`config.mk`:
```
export PLATFORM = sky130hd
export DESIGN_NAME = i2c_master_bit_sequencer_core_flat
export DESIGN_NICKNAME = d
export VERILOG_FILES = /design/src/rtl/i2cms_pkg.sv /design/src/rtl/i2cms_req_if.sv /design/src/rtl/i2cms_rsp_if.sv /design/src/rtl/i2cms_csr_if.sv /design/src/rtl/i2c_master_bit_sequencer_core.sv /design/src/flat_wrapper.sv
export SDC_FILE = /design/constraint.sdc
export NUM_CORES = 1
export LEC_CHECK = 0
export ABC_CLOCK_PERIOD_IN_PS = 3000
export BUFFER_PORTS_ARGS = -buffer_cell sky130_fd_sc_hd__buf_2
export CAP_MARGIN = 20
export CELL_PAD_IN_SITES_DETAIL_PLACEMENT = 1
export CELL_PAD_IN_SITES_GLOBAL_PLACEMENT = 2
export CORE_ASPECT_RATIO = 0.6
export CORE_MARGIN = 3
export CORE_UTILIZATION = 36
export CTS_CLUSTER_DIAMETER = 120
export DETAILED_ROUTE_END_ITERATION = 10
export PLACE_DENSITY = 0.88
export RECOVER_POWER = 100
export SYNTH_ARGS = -nofsm -noshare
export SYNTH_HDL_FRONTEND = slang
export SYNTH_SLANG_ARGS = --single-unit
```
`constraint.sdc`:
```
create_clock -name clock -period 3 [get_ports clock]
set_input_delay 0.3 -clock clock [delete_from_list [all_inputs] [get_ports clock]]
set_output_delay 0.3 -clock clock [all_outputs]
set_load 0.005 [all_outputs]
```
`src/rtl/i2cms_pkg.sv`:
```
package i2cms_pkg;

   // Bits per data byte on the bus
   localparam int BYTE_BITS = 8;

   // Result step counter: wide enough for the longest command (send byte)
   localparam int STEP_W = 5;
   localparam logic [STEP_W-1:0] SEND_LAST_STEP = STEP_W'(3 * BYTE_BITS);
   localparam logic [STEP_W-1:0] READ_LAST_STEP = STEP_W'(2 * BYTE_BITS + 1);

   // Hold length register
   localparam int HOLD_W = 16;
   localparam logic [HOLD_W-1:0] HOLD_RESET = HOLD_W'(100);

   // Bus commands
   typedef enum logic [2:0] {
      OP_START = 3'd0,
      OP_STOP  = 3'd1,
      OP_ACK   = 3'd2,
      OP_NACK  = 3'd3,
      OP_WAIT  = 3'd4,
      OP_SEND  = 3'd5,
      OP_READ  = 3'd6
   } op_type;

   // Command item
   typedef struct packed {
      logic [2:0]           opcode;
      logic [BYTE_BITS-1:0] tx_byte;
      logic [BYTE_BITS-1:0] sda_samples;
   } req_payload_type;

   // Pin change item
   typedef struct packed {
      logic                 scl_level;
      logic                 sda_level;
      logic                 hold_after;
      logic [BYTE_BITS-1:0] rx_byte;
      logic                 ok;
      logic                 last;
   } rsp_payload_type;

endpackage

```
`src/rtl/i2cms_req_if.sv`:
```
interface i2cms_req_if;
   logic                       valid;
   logic                       ready;
   i2cms_pkg::req_payload_type payload;

   modport source (output valid, output payload, input ready);
   modport sink   (input valid, input payload, output ready);
endinterface

```
`src/rtl/i2cms_rsp_if.sv`:
```
interface i2cms_rsp_if;
   logic                       valid;
   logic                       ready;
   i2cms_pkg::rsp_payload_type payload;

   modport source (output valid, output payload, input ready);
   modport sink   (input valid, input payload, output ready);
endinterface

```
`src/rtl/i2cms_csr_if.sv`:
```
interface i2cms_csr_if;
   logic                          valid;
   logic                          ready;
   logic [i2cms_pkg::HOLD_W-1:0] payload;

   modport source (output valid, output payload, input ready);
   modport sink   (input valid, input payload, output ready);
endinterface

```
`src/rtl/i2c_master_bit_sequencer_core.sv`:
```
// Channel   | Dir | Payload                                     | Transfer
// ----------+-----+---------------------------------------------+------------------
// req_if    | in  | opcode, tx_byte, sda_samples                | valid & ready
// rsp_if    | out | scl_level, sda_level, hold_after, rx_byte,  | valid & ready
//           |     | ok, last                                    |
// csr_if    | in  | hold_cycles (16 bits)                       | valid & ready
//
// A command is taken while idle, then yields one pin change per cycle (start 2-4,
// stop/ack/no-ack/wait-ack 4, send byte 25, read byte 18) when the output is not
// stalled; after each change flagged hold_after, the hold down-counter, loaded with
// max(hold_cycles,1), must reach zero first. Opcode seven is taken and yields nothing.
// Reset (synchronous) releases both pins, loads hold_cycles with 100 and
// empties the output register. A stalled result holds the sequencer in place.
module i2c_master_bit_sequencer_core (
   input  logic        clock,
   input  logic        reset,
   i2cms_req_if.sink   req_if,
   i2cms_rsp_if.source rsp_if,
   i2cms_csr_if.sink   csr_if
);

   typedef enum logic {
      ST_IDLE,
      ST_RUN
   } state_type;

   state_type                          state_ff, state_in;
   i2cms_pkg::op_type                  op_ff, op_in;
   logic [i2cms_pkg::STEP_W-1:0]       step_ff, step_in;
   logic [1:0]                         phase_ff, phase_in;
   logic [i2cms_pkg::BYTE_BITS-1:0]    txsh_ff, txsh_in;
   logic [i2cms_pkg::BYTE_BITS-1:0]    smp_ff, smp_in;
   logic [i2cms_pkg::BYTE_BITS-1:0]    rx_ff, rx_in;
   logic                               scl_ff, scl_in;
   logic                               sda_ff, sda_in;
   logic [i2cms_pkg::HOLD_W-1:0]       hold_cycles_ff, hold_cycles_in;
   logic [i2cms_pkg::HOLD_W-1:0]       hold_cnt_ff, hold_cnt_in;
   logic                               rsp_valid_ff, rsp_valid_in;
   i2cms_pkg::rsp_payload_type         rsp_ff, rsp_in;

   i2cms_pkg::rsp_payload_type         res;
   logic                               req_xfer;
   logic                               issue;
   logic                               tx_shift;
   logic                               rx_shift;

   assign req_if.ready = (state_ff == ST_IDLE);
   assign csr_if.ready = 1'b1;
   assign rsp_if.valid = rsp_valid_ff;
   assign rsp_if.payload = rsp_ff;

   assign req_xfer = req_if.valid && req_if.ready;
   assign issue    = (state_ff == ST_RUN) && (hold_cnt_ff == '0)
                     && (!rsp_valid_ff || rsp_if.ready);

   // Pin change for the current step
   always_comb begin
      res          = '0;
      res.scl_level = scl_ff;
      res.sda_level = sda_ff;
      tx_shift     = 1'b0;
      rx_shift     = 1'b0;
      unique case (op_ff)
         i2cms_pkg::OP_START: begin
            unique case (step_ff[1:0])
               2'd0: begin
                  res.sda_level = 1'b1;
               end
               2'd1: begin
                  res.scl_level  = 1'b1;
                  res.sda_level  = 1'b1;
                  res.hold_after = 1'b1;
                  res.last       = !smp_ff[0];
               end
               2'd2: begin
                  res.scl_level  = 1'b1;
                  res.sda_level  = 1'b0;
                  res.hold_after = 1'b1;
                  res.last       = smp_ff[1];
               end
               default: begin
                  res.scl_level  = 1'b0;
                  res.sda_level  = 1'b0;
                  res.hold_after = 1'b1;
                  res.last       = 1'b1;
                  res.ok         = 1'b1;
               end
            endcase
         end
         i2cms_pkg::OP_STOP: begin
            res.hold_after = 1'b1;
            unique case (step_ff[1:0])
               2'd0: res.scl_level = 1'b0;
               2'd1: begin
                  res.scl_level = 1'b0;
                  res.sda_level = 1'b0;
               end
               2'd2: begin
                  res.scl_level = 1'b1;
                  res.sda_level = 1'b0;
               end
               default: begin
                  res.scl_level = 1'b1;
                  res.sda_level = 1'b1;
                  res.last      = 1'b1;
               end
            endcase
         end
         i2cms_pkg::OP_ACK, i2cms_pkg::OP_NACK: begin
            res.hold_after = 1'b1;
            unique case (step_ff[1:0])
               2'd0: res.scl_level = 1'b0;
               2'd1: begin
                  res.scl_level = 1'b0;
                  res.sda_level = (op_ff == i2cms_pkg::OP_NACK);
               end
               2'd2: res.scl_level = 1'b1;
               default: begin
                  res.scl_level = 1'b0;
                  res.last      = 1'b1;
               end
            endcase
         end
         i2cms_pkg::OP_WAIT: begin
            unique case (step_ff[1:0])
               2'd0: begin
                  res.scl_level  = 1'b0;
                  res.hold_after = 1'b1;
               end
               2'd1: begin
                  res.scl_level  = 1'b0;
                  res.sda_level  = 1'b1;
                  res.hold_after = 1'b1;
               end
               2'd2: begin
                  res.scl_level  = 1'b1;
                  res.sda_level  = 1'b1;
                  res.hold_after = 1'b1;
               end
               default: begin
                  res.scl_level = 1'b0;
                  res.sda_level = 1'b1;
                  res.last      = 1'b1;
                  res.ok        = !smp_ff[0];
               end
            endcase
         end
         i2cms_pkg::OP_SEND: begin
            res.scl_level = 1'b0;
            if (step_ff == i2cms_pkg::SEND_LAST_STEP) begin
               res.last = 1'b1;
            end else begin
               res.hold_after = 1'b1;
               unique case (phase_ff)
                  2'd0: ;
                  2'd1: begin
                     res.sda_level = txsh_ff[i2cms_pkg::BYTE_BITS-1];
                     tx_shift      = 1'b1;
                  end
                  default: res.scl_level = 1'b1;
               endcase
            end
         end
         i2cms_pkg::OP_READ: begin
            res.sda_level = 1'b1;
            if (step_ff == '0) begin
               res.scl_level = scl_ff;
            end else if (step_ff == i2cms_pkg::READ_LAST_STEP) begin
               res.scl_level = 1'b0;
               res.last      = 1'b1;
               res.rx_byte   = rx_ff;
            end else if (step_ff[0]) begin
               res.scl_level  = 1'b0;
               res.hold_after = 1'b1;
            end else begin
               res.scl_level  = 1'b1;
               res.hold_after = 1'b1;
               rx_shift       = 1'b1;
            end
         end
         default: res.last = 1'b1;
      endcase
   end

   // Next state, shifters, hold timer and output register
   always_comb begin
      state_in       = state_ff;
      op_in          = op_ff;
      step_in        = step_ff;
      phase_in       = phase_ff;
      txsh_in        = txsh_ff;
      smp_in         = smp_ff;
      rx_in          = rx_ff;
      scl_in         = scl_ff;
      sda_in         = sda_ff;
      hold_cycles_in = hold_cycles_ff;
      hold_cnt_in    = hold_cnt_ff;
      rsp_valid_in   = rsp_valid_ff && !rsp_if.ready;
      rsp_in         = rsp_ff;

      if (csr_if.valid) begin
         hold_cycles_in = csr_if.payload;
      end

      if (hold_cnt_ff != '0) begin
         hold_cnt_in = hold_cnt_ff - 1'b1;
      end

      if (req_xfer) begin
         op_in    = i2cms_pkg::op_type'(req_if.payload.opcode);
         txsh_in  = req_if.payload.tx_byte;
         smp_in   = req_if.payload.sda_samples;
         rx_in    = '0;
         step_in  = '0;
         phase_in = '0;
         state_in = (req_if.payload.opcode <= 3'(i2cms_pkg::OP_READ)) ? ST_RUN : ST_IDLE;
      end

      if (issue) begin
         rsp_valid_in = 1'b1;
         rsp_in       = res;
         scl_in       = res.scl_level;
         sda_in       = res.sda_level;
         step_in      = step_ff + 1'b1;
         phase_in     = (phase_ff == 2'd2) ? 2'd0 : phase_ff + 1'b1;
         if (tx_shift) begin
            txsh_in = {txsh_ff[i2cms_pkg::BYTE_BITS-2:0], 1'b0};
         end
         if (rx_shift) begin
            rx_in  = {rx_ff[i2cms_pkg::BYTE_BITS-2:0], smp_ff[i2cms_pkg::BYTE_BITS-1]};
            smp_in = {smp_ff[i2cms_pkg::BYTE_BITS-2:0], 1'b0};
         end
         if (res.hold_after) begin
            hold_cnt_in = (hold_cycles_ff == '0) ? i2cms_pkg::HOLD_W'(1) : hold_cycles_ff;
         end
         if (res.last) begin
            state_in = ST_IDLE;
         end
      end
   end

   always_ff @(posedge clock) begin
      if (reset) begin
         state_ff       <= ST_IDLE;
         scl_ff         <= 1'b1;
         sda_ff         <= 1'b1;
         hold_cycles_ff <= i2cms_pkg::HOLD_RESET;
         hold_cnt_ff    <= '0;
         rsp_valid_ff   <= 1'b0;
      end else begin
         state_ff       <= state_in;
         scl_ff         <= scl_in;
         sda_ff         <= sda_in;
         hold_cycles_ff <= hold_cycles_in;
         hold_cnt_ff    <= hold_cnt_in;
         rsp_valid_ff   <= rsp_valid_in;
      end
      op_ff    <= op_in;
      step_ff  <= step_in;
      phase_ff <= phase_in;
      txsh_ff  <= txsh_in;
      smp_ff   <= smp_in;
      rx_ff    <= rx_in;
      rsp_ff   <= rsp_in;
   end

endmodule

```
`src/flat_wrapper.sv`:
```
// flat-port wrapper written by rule: the top's interface ports become plain ports
module i2c_master_bit_sequencer_core_flat 
  (clock, reset, req_if_valid, req_if_payload, req_if_ready, rsp_if_valid, rsp_if_payload, rsp_if_ready, csr_if_valid, csr_if_payload, csr_if_ready);
  i2cms_req_if req_if_i ();
  i2cms_rsp_if rsp_if_i ();
  i2cms_csr_if csr_if_i ();
  input  logic clock;
  input  logic reset;
  input wire logic [$bits(req_if_i.valid)-1:0] req_if_valid;
  input wire logic [$bits(req_if_i.payload)-1:0] req_if_payload;
  output wire logic [$bits(req_if_i.ready)-1:0] req_if_ready;
  output wire logic [$bits(rsp_if_i.valid)-1:0] rsp_if_valid;
  output wire logic [$bits(rsp_if_i.payload)-1:0] rsp_if_payload;
  input wire logic [$bits(rsp_if_i.ready)-1:0] rsp_if_ready;
  input wire logic [$bits(csr_if_i.valid)-1:0] csr_if_valid;
  input wire logic [$bits(csr_if_i.payload)-1:0] csr_if_payload;
  output wire logic [$bits(csr_if_i.ready)-1:0] csr_if_ready;
  assign req_if_i.valid = req_if_valid;
  assign req_if_i.payload = req_if_payload;
  assign req_if_ready = req_if_i.ready;
  assign rsp_if_valid = rsp_if_i.valid;
  assign rsp_if_payload = rsp_if_i.payload;
  assign rsp_if_i.ready = rsp_if_ready;
  assign csr_if_i.valid = csr_if_valid;
  assign csr_if_i.payload = csr_if_payload;
  assign csr_if_ready = csr_if_i.ready;
  i2c_master_bit_sequencer_core u_core (.clock(clock), .reset(reset), .req_if(req_if_i), .rsp_if(rsp_if_i), .csr_if(csr_if_i));
endmodule
```
; Word-level counts from Yosys, hierarchy flattened
; Cells that the tools add are included.
[totals]
reg_bits = 83
latchBits = 0
mem_bits_rw = 0
mem_bits_ro = 0
input_bits = 40
out_inout_bits = 16
word_cells = 115
mem_count = 0
[op_classes]
addsub = 3
mul = 0
div = 0
magnitude_cmp = 1
n_eq_ne = 12
n_shift = 0
n_mux = 55
n_bitwise = 3
n_reduce_logical = 23
[op_table]
columns = cell, n
row1 = 8-bit 2-to-1 mux, 10
row2 = 16-bit 2-to-1 mux, 4
row3 = 16-bit logical NOT, 2
row4 = 1-bit 2-to-1 mux, 27
row5 = 3-bit one-hot mux with 6 select lines, 1
row6 = 16-bit nonzero test, 1
row7 = 16-bit by 1-bit subtractor with 16-bit output (second input constant), 1
row8 = 5-bit equality test (second input constant), 2
row9 = 5-bit 2-to-1 mux, 2
row10 = 3-bit equality test (second input constant), 3
row11 = 9-bit 2-to-1 mux, 1
row12 = 3-bit OR reduction, 3
row13 = 2-bit 2-to-1 mux, 4
row14 = 2-bit OR reduction, 4
row15 = 3-bit by 2-bit equality test with 1-bit output (second input constant), 2
row16 = 1-bit one-hot mux with 2 select lines, 3
row17 = 5-bit by 1-bit adder with 5-bit output (second input constant), 1
row18 = 5-bit logical NOT, 1
row19 = 1-bit one-hot mux with 5 select lines, 1
row20 = 2-bit by 1-bit equality test with 1-bit output (second input constant), 2
row21 = 2-bit equality test (second input constant), 2
row22 = 1-bit logical AND, 4
row23 = 2-bit logical NOT, 2
row24 = 3-bit by 1-bit equality test with 1-bit output (second input constant), 1
row25 = other kinds (9), 13

; Logic depth before layout (Yosys ltp)
; Gate-level depths: netlist of run 1.
[depth]
word_depth = 7
depth_mapped = 9
mapped_depth_nobuf = 7

; Worst setup path after synthesis of run 1
; Ideal clock, no wire load.
[synth_path]
path_kind = reg2reg
start = register u_core.hold_cnt_ff[0] in the netlist's numbering
end = register u_core.rsp_ff, in the netlist u_core.rsp_if.payload[0], enable pin
setup_time_ns = 0.355
t_arrival_ns = 2.048
slack_ns = 0.597
stages_incl_launch_ff = 8
path_buffers = 1
period_less_slack_ns = 2.403
cell_sequence = dfxtp_1 > inv_1 > ha_1 > nor3b_1 > nand4_2 > or2_2 > clkbuf_1 > inv_1
[synth_between]
elab_chain_cells = 3
[synth_rtl]
columns = element, line_no
row1 = start: declaration, i2c_master_bit_sequencer_core.sv:37  ; logic [i2cms_pkg::HOLD_W-1:0] hold_cnt_ff, hold_cnt_in;
row2 = start signal: assignment, i2c_master_bit_sequencer_core.sv:255  ; hold_cnt_ff <= hold_cnt_in;
row3 = 16-bit logical NOT, i2c_master_bit_sequencer_core.sv:53  ; assign issue = (state_ff == ST_RUN) && (hold_cnt_ff == '0)
row4 = 1-bit logical AND, i2c_master_bit_sequencer_core.sv:53
row5 = 1-bit logical AND, i2c_master_bit_sequencer_core.sv:54  ; && (!rsp_valid_ff || rsp_if.ready);
row6 = via u_core.issue, i2c_master_bit_sequencer_core.sv:43  ; logic issue;
row7 = end signal: assignment, i2c_master_bit_sequencer_core.sv:264  ; rsp_ff <= rsp_in;
row8 = end: declaration, i2c_master_bit_sequencer_core.sv:39  ; i2cms_pkg::rsp_payload_type rsp_ff, rsp_in;
; The timed path passes the listed nets, and every way through them passes these cells.
; A chain may end at the register's enable or synchronous reset.

==> metrics.txt, run 1 <==
vias in the first global route=3196; Net Sw Power=1.372 mW; cells taking the most area after synthesis=dfxtp_1 30%, edfxtp_1 17%, mux2i_1 8.3%; synth cell count leaders=60 x dfxtp_1, 47 x nand2_1, 40 x nor2_1; Ports=56; FF-to-FF End=u_core.rsp_if.payload[12]$_DFFE_PP_; pin count of the biggest net entering global routing=37; remaining antenna violation count=0; violated checks=max-capacitance violations, max-slew violations; routed vias/inst=5.263; final setup fails=0; largest family of logic cells by synthesized area=simple AND/OR/NAND/NOR gates; Final GP Congestion=0.9599; Async SR Flop Fraction=0; Synth Area per Inst=9.641 um2; share of cells above drive strength 1=0.1557; hold crit path type=in2reg; Tot Pwr=3.984 mW; wire length per cell=17.06 um; crit path buf inv count=1; hold_buf cts=0; initial antenna violation count=0; post-synthesis compound-gate area fraction=0.1160; die area=12430 um2; power per standard cell area=857.5 nW/um2; Cells after Synth=414; Hold Slack=175.7 ps; Comb power frac=0.305; #FFs+latches synth=83; final hold violation count=0; leak pwr=1.881 nW; worst endpoint required time=3040 ps; Slew @ Worst Pin=1815 ps; Layout Nets=515; total routed wirelength=10370 um; die height=87.56 um; predominant post-synthesis flop cell=dfxtp_1; clock slew at reported path FFs=60 ps; CP endpoint=u_core.rsp_if.payload[12]$_DFFE_PP_; n_diodes=0; Core ar.=10700 um2; Arr. time, crit path=2870 ps; mapped cell area=3991 um2; Net Sw Frac=0.3445; CP Max Fanout=9; MaxCap Viol Count=1; clock sink count=83; TritonRoute pass-1 iters=4; Tmin final=2823 ps; post-synthesis simple-gate area fraction=0.2232; Area Growth Syn to Fin=16.40%; CTS root buffer=clkbuf_16; adder-cell share of the synthesized area=0.03448; Worst R2R Path Depth=7; # H-tree levels=3; Setup crit start=u_core.step_ff[0]$_SDFFCE_PN0P_; total gr overflow=0; Clk pwr share=0.302; worst vdd ir=0.2849 mV; Post-Synth XOR/XNOR Area=0.02633; Std-Cell Rows=29; mux share of post-synthesis cell area=0.08276; Post-synth EDFFs=23; total negative slack=0 ps; postcts setup bufs=0; DP Area=4364 um2; GR Util All Layers=0.1718; vias=3200; initial drt markers=220; final instance area=4646 um2; Initial Utilization=0.3729; Syn. warnings=0; Inserted Clock Buffers=9; DP HPWL=7411 um; slew margin rel.=-0.2097; Crit. End Element=flop; die extent in x=141.9 um; largest stage delay on the critical path=820 ps; CTS tree=done; critical path depth=7; CP startpoint kind=flop; DRC Markers=0; flop-to-flop setup slack=180 ps; Crit path max-delay family=compound AO/OA/AOI/OAI gates; Int Pwr=2.611 mW; Synth area leader=dfxtp_1; RSZ-0062 raised after global routing=no; first-pass GRT wire length=16810 um; worst r2r src=u_core.step_ff[0]$_SDFFCE_PN0P_; Fmax=0.3542 GHz; Clock Path Buffers=2; port bufs=54; top-area cell type share of the netlist area=0.3009; most frequent cell after synthesis=dfxtp_1; Worst-Skew Late Latency=340 ps; hold depth=2; period utilization=0.9411; clock skew=9.629 ps; fin. max-slew vios=37; status=complete, but fails checks; slowest CP cell=a2111oi_0; CTS resizes=0; Synth cell types=68; fill count=1234; Critical Path, Cell by Cell=inv_1 > ha_1 > mux2i_1 > o31ai_1 > o32ai_1 > a2111oi_0 > a31oi_1; Seq/Total Area, Yosys=0.4740; Syn Nets=465; sequential share of power=0.393; Crit Path Class=reg2reg
[layout by cell type, fill, tap and decap left out, drive strengths merged, types with 3 or more instances in the layout]
| cell | instances |
|---|---|
| dfxtp | 60 |
| nand2 | 47 |
| nor2 | 41 |
| buf | 41 |
| a21oi | 36 |
| mux2i | 33 |
| clkbuf | 27 |
| edfxtp | 23 |
| inv | 18 |
| nand3 | 16 |
| nor3 | 11 |
| ha | 11 |
| nor4 | 11 |
| and2 | 11 |
| xnor2 | 7 |
| xor2 | 5 |
| a31oi | 4 |
| nand4 | 4 |
| o21ai | 4 |
| a211o | 4 |
| or4 | 4 |
| nor4b | 3 |
| nand2b | 3 |
| nor2b | 3 |
| and3 | 3 |
[how the worst min path moves through the flow]
stage / startpoint / to / slack, ps
2_1_floorplan: req_if_payload[16] / u_core.op_ff[0]$_DFFE_PP_ / 400
3_3_place_gp: u_core.rx_ff[7]$_DFF_P_ / u_core.rx_ff[7]$_DFF_P_ / 440
3_5_place_dp: u_core.smp_ff[7]$_DFF_P_ / u_core.rx_ff[0]$_DFF_P_ / 460
4_1_cts: req_if_payload[16] / u_core.op_ff[0]$_DFFE_PP_ / 150
5_1_grt: csr_if_payload[5] / u_core.hold_cycles_ff[5]$_SDFFE_PP1P_ / 170
6_report: csr_if_payload[6] / u_core.hold_cycles_ff[6]$_SDFFE_PP1P_ / 180
[power groups by stage]
stage	registers (mW)	clock network, mW	logic [mW]
floorplan	1.52	0	0.889
global route	1.60	1.28	1.36
CTS	1.56	1.23	1.25
detailed placement	1.58	0	1.22
finish	1.56	1.20	1.21
global placement	1.57	0	1.17
[logic make-up (layout without fill, tap and decap cells)]
kind of cell | after synthesis | after routing
AOI/OAI and AO/OA | 69 | 69
xor gates and xnor gates | 12 | 12
adders and majority gates | 11 | 11
buffers and inverters | 36 | 91
DFF | 83 | 83
muxes | 33 | 33
other | 1 | 1
and+or+nand+nor | 169 | 169
[layout make-up]
cell class | instances | area (um2) | share of cell area
Clock buffer | 9 | 225.2 | 0.04848
Clock inverter | 7 | 98.84 | 0.02128
Inverter | 16 | 60.06 | 0.01293
Multi-Input combinational cell | 295 | 1918 | 0.4129
Sequential cell | 83 | 1892 | 0.4072
Tap cell | 139 | 173.9 | 0.03744
Timing Repair Buffer | 59 | 277.8 | 0.05979
[metal layers]
metal	wire length, um	track usage
met1	5341	0.2535
met2	4577	0.2537
met3	374	0.03601
met4	76	0.05052
met5	0	0
[through the flow]
stage | std cells | setup WS [ps] | util
final | 608 | 176.8 | 0.4340
after CTS | 608 | 226.8 | 0.4380
after detailed placement | 592 | 270.7 | 0.4077
after global placement | 592 | 390.8 | 0.4077
after floorplan | 414 | 597.2 | -
after global routing | 608 | 99.80 | 0.4340
[flip-flops by register name, indices dropped and copies added (netlist names), 2 cells and up]
name,cells
u_core.smp_ff,8
u_core.rsp_if.payload,13
u_core.txsh_ff,8
u_core.rx_ff,8
u_core.op_ff,3
u_core.hold_cnt_ff,16
u_core.step_ff,5
u_core.hold_cycles_ff,16
u_core.phase_ff,2
No activity file was read; power rests on OpenSTA's default activity.
==> inputs of run 2 (changes only) <==
Settings changed: ABC_CLOCK_PERIOD_IN_PS 3000 to 3300, CORE_UTILIZATION 36 to 39, PLACE_DENSITY 0.88 to 0.93.
Clock period 3 ns to 3.3 ns, I/O delays scaled along.
==> run 2 against run 1 <==
Net effect:
- power down 9.5%
- first-iteration DRC count shrank 35%
- global-route usage is 0.48 points higher
- the flow now finishes without violations
- via count up 0.28%
- hold slack better by 14 ps
==> metrics.txt, run 2 (synthesis results as in run 1) <==
die area=11520 um2 (-7.3%); Layout Nets=513 (-0.39%); final worst slack=324.1 ps (+147.2 ps); Comb power frac=0.289 (-0.016); Arr. time, crit path=3030 ps (+160 ps); DP Area=4338 um2 (-0.60%); status=completed; Hold Slack=189.7 ps (+14.00 ps); CP Max Fanout=9 (unchanged); CP endpoint=u_core.rsp_if.payload[12]$_DFFE_PP_; Setup WS pre-CTS=387.4 ps (+116.6 ps); Clock Path Buffers=2 (unchanged); Crit. End Element=flop; power per standard cell area=776.8 nW/um2 (-9.4%); CTS root buffer=clkbuf_16; final core occ=0.4857 (+0.05165); most frequent cells in the layout=60 x dfxtp_1, 47 x nand2_1, 45 x buf_2; n_diodes=0 (unchanged); # H-tree levels=3 (unchanged); pin count of the biggest net entering global routing=37 (unchanged); DP Cell Count=581 (-1.9%); DRC Markers=0 (unchanged); TritonRoute pass-1 iters=4 (unchanged); Int Pwr=2.413 mW (-7.6%); Fmax=0.3360 GHz (-5.1%); vias in the first global route=3085 (-3.5%); fin. max-slew vios=0 (-100%); commonest non-fill, non-tap cell in the layout=dfxtp_1; total routed wirelength=10080 um (-2.8%); remaining antenna violation count=0 (unchanged); wire length per cell=16.89 um (-0.98%); final setup fails=0 (unchanged); die height=84.36 um (-3.7%); GR Util All Layers=0.1766 (+0.004811); total gr overflow=0 (unchanged); Tmin final=2976 ps (+152.8 ps); worst r2r src=u_core.step_ff[0]$_SDFFCE_PN0P_; Net Sw Frac=0.3309 (-0.01354); worst endpoint required time=3350 ps (+310 ps); Worst R2R Path Depth=7 (unchanged); Clk pwr share=0.320 (+0.018); DP HPWL=7613 um (+2.7%); total negative slack=0 ps (unchanged); first-pass GRT wire length=16070 um (-4.4%); postcts setup bufs=0 (unchanged); routed vias/inst=5.375 (+2.1%); Initial Utilization=0.4175 (+0.04460); clock skew=6.282 ps (-3.347 ps); CTS resizes=0 (unchanged); die extent in x=136.6 um (-3.8%); final instance area=4643 um2 (about the same); period utilization=0.9018 (-0.03926); FF-to-FF End=u_core.rsp_if.payload[12]$_DFFE_PP_; final hold violation count=0 (unchanged); RSZ-0062 raised after global routing=no; initial drt markers=143 (-35%); Ports=56 (unchanged); vias=3209 (+0.28%); Slew @ Worst Pin=1232 ps (-582.7 ps); Worst-Skew Late Latency=340 ps (about the same); Area Growth Syn to Fin=16.33% (about the same); Inserted Clock Buffers=9 (unchanged); leak pwr=1.896 nW (+0.80%); worst vdd ir=0.3531 mV (+24%); hold crit path type=in2reg; slew margin rel.=0.1787 (+0.3885); Crit Path Class=reg2reg; Setup crit start=u_core.step_ff[0]$_SDFFCE_PN0P_; CTS tree=done; final cell count without fillers=597 (-1.8%); Std-Cell Rows=27 (-6.9%); MaxCap Viol Count=0 (-1); Final GP Congestion=0.9908 (+3.2%); Net Sw Power=1.194 mW (-13%); hold_buf cts=0 (unchanged); Largest regs=u_core.hold_cnt_ff: 16 flops, u_core.hold_cycles_ff: 16 flops, u_core.rsp_if.payload: 13 flops; Tot Pwr=3.607 mW (-9.5%); clock sink count=83 (unchanged); clock slew at reported path FFs=60 ps (about the same); CP startpoint kind=flop; share of cells above drive strength 1=0.1585 (+0.002808); initial antenna violation count=0 (unchanged); port bufs=54 (unchanged); sequential share of power=0.391 (-0.002); flop-to-flop setup slack=320 ps (+150 ps); Core ar.=9560 um2 (-11%)
[run 2: worst min-delay path by stage]
stage | startpoint | endpoint | slack, ps | depth (start not counted)
after global routing | req_if_payload[17] | u_core.op_ff[1]$_DFFE_PP_ | 180 | 1
after floorplan | u_core.smp_ff[7]$_DFF_P_ | u_core.rx_ff[0]$_DFF_P_ | 420 | 2
final | req_if_payload[17] | u_core.op_ff[1]$_DFFE_PP_ | 190 | 1
after global placement | u_core.rx_ff[7]$_DFF_P_ | u_core.rx_ff[7]$_DFF_P_ | 440 | 2
after CTS | req_if_payload[18] | u_core.op_ff[2]$_DFFE_PP_ | 170 | 1
after detailed placement | u_core.rx_ff[7]$_DFF_P_ | u_core.rx_ff[7]$_DFF_P_ | 450 | 2
[run 2: power groups by stage]
stage	logic [mW]	registers [mW]	clock network, mW
finish	1.04	1.41	1.15
global placement	1.02	1.42	0
detailed placement	1.05	1.43	0
floorplan	0.809	1.38	0
CTS	1.06	1.41	1.17
global route	1.17	1.43	1.21
[run 2: final cells by class]
| type | instances | area (um2) |
|---|---|---|
| well taps | 130 | 162.7 |
| clock inverters | 7 | 115.1 |
| inverters | 16 | 60.06 |
| fillers | 1113 | 4917 |
| multi-input cells | 295 | 1914 |
| flip-flops and latches | 83 | 1892 |
| repair buffers | 57 | 274.0 |
| clock buffers | 9 | 225.2 |
[run 2: metal layers]
| metal | vias to the layer above | track usage | share of wire |
|---|---|---|---|
| met5 | - | 0 | 0 |
| met4 | 0 | 0.03934 | 0.0058 |
| met3 | 4 | 0.04731 | 0.055 |
| met2 | 65 | 0.2534 | 0.43 |
| met1 | 1558 | 0.2639 | 0.51 |
| li1 | 1582 | - | - |
[run 2: critical path: stages, from the launching register on]
cell and delay, ps:
edfxtp_1 520, inv_1 160, ha_1 300, mux2i_1 140, o31ai_1 590, o32ai_1 190
a2111oi_0 710, a31oi_1 90
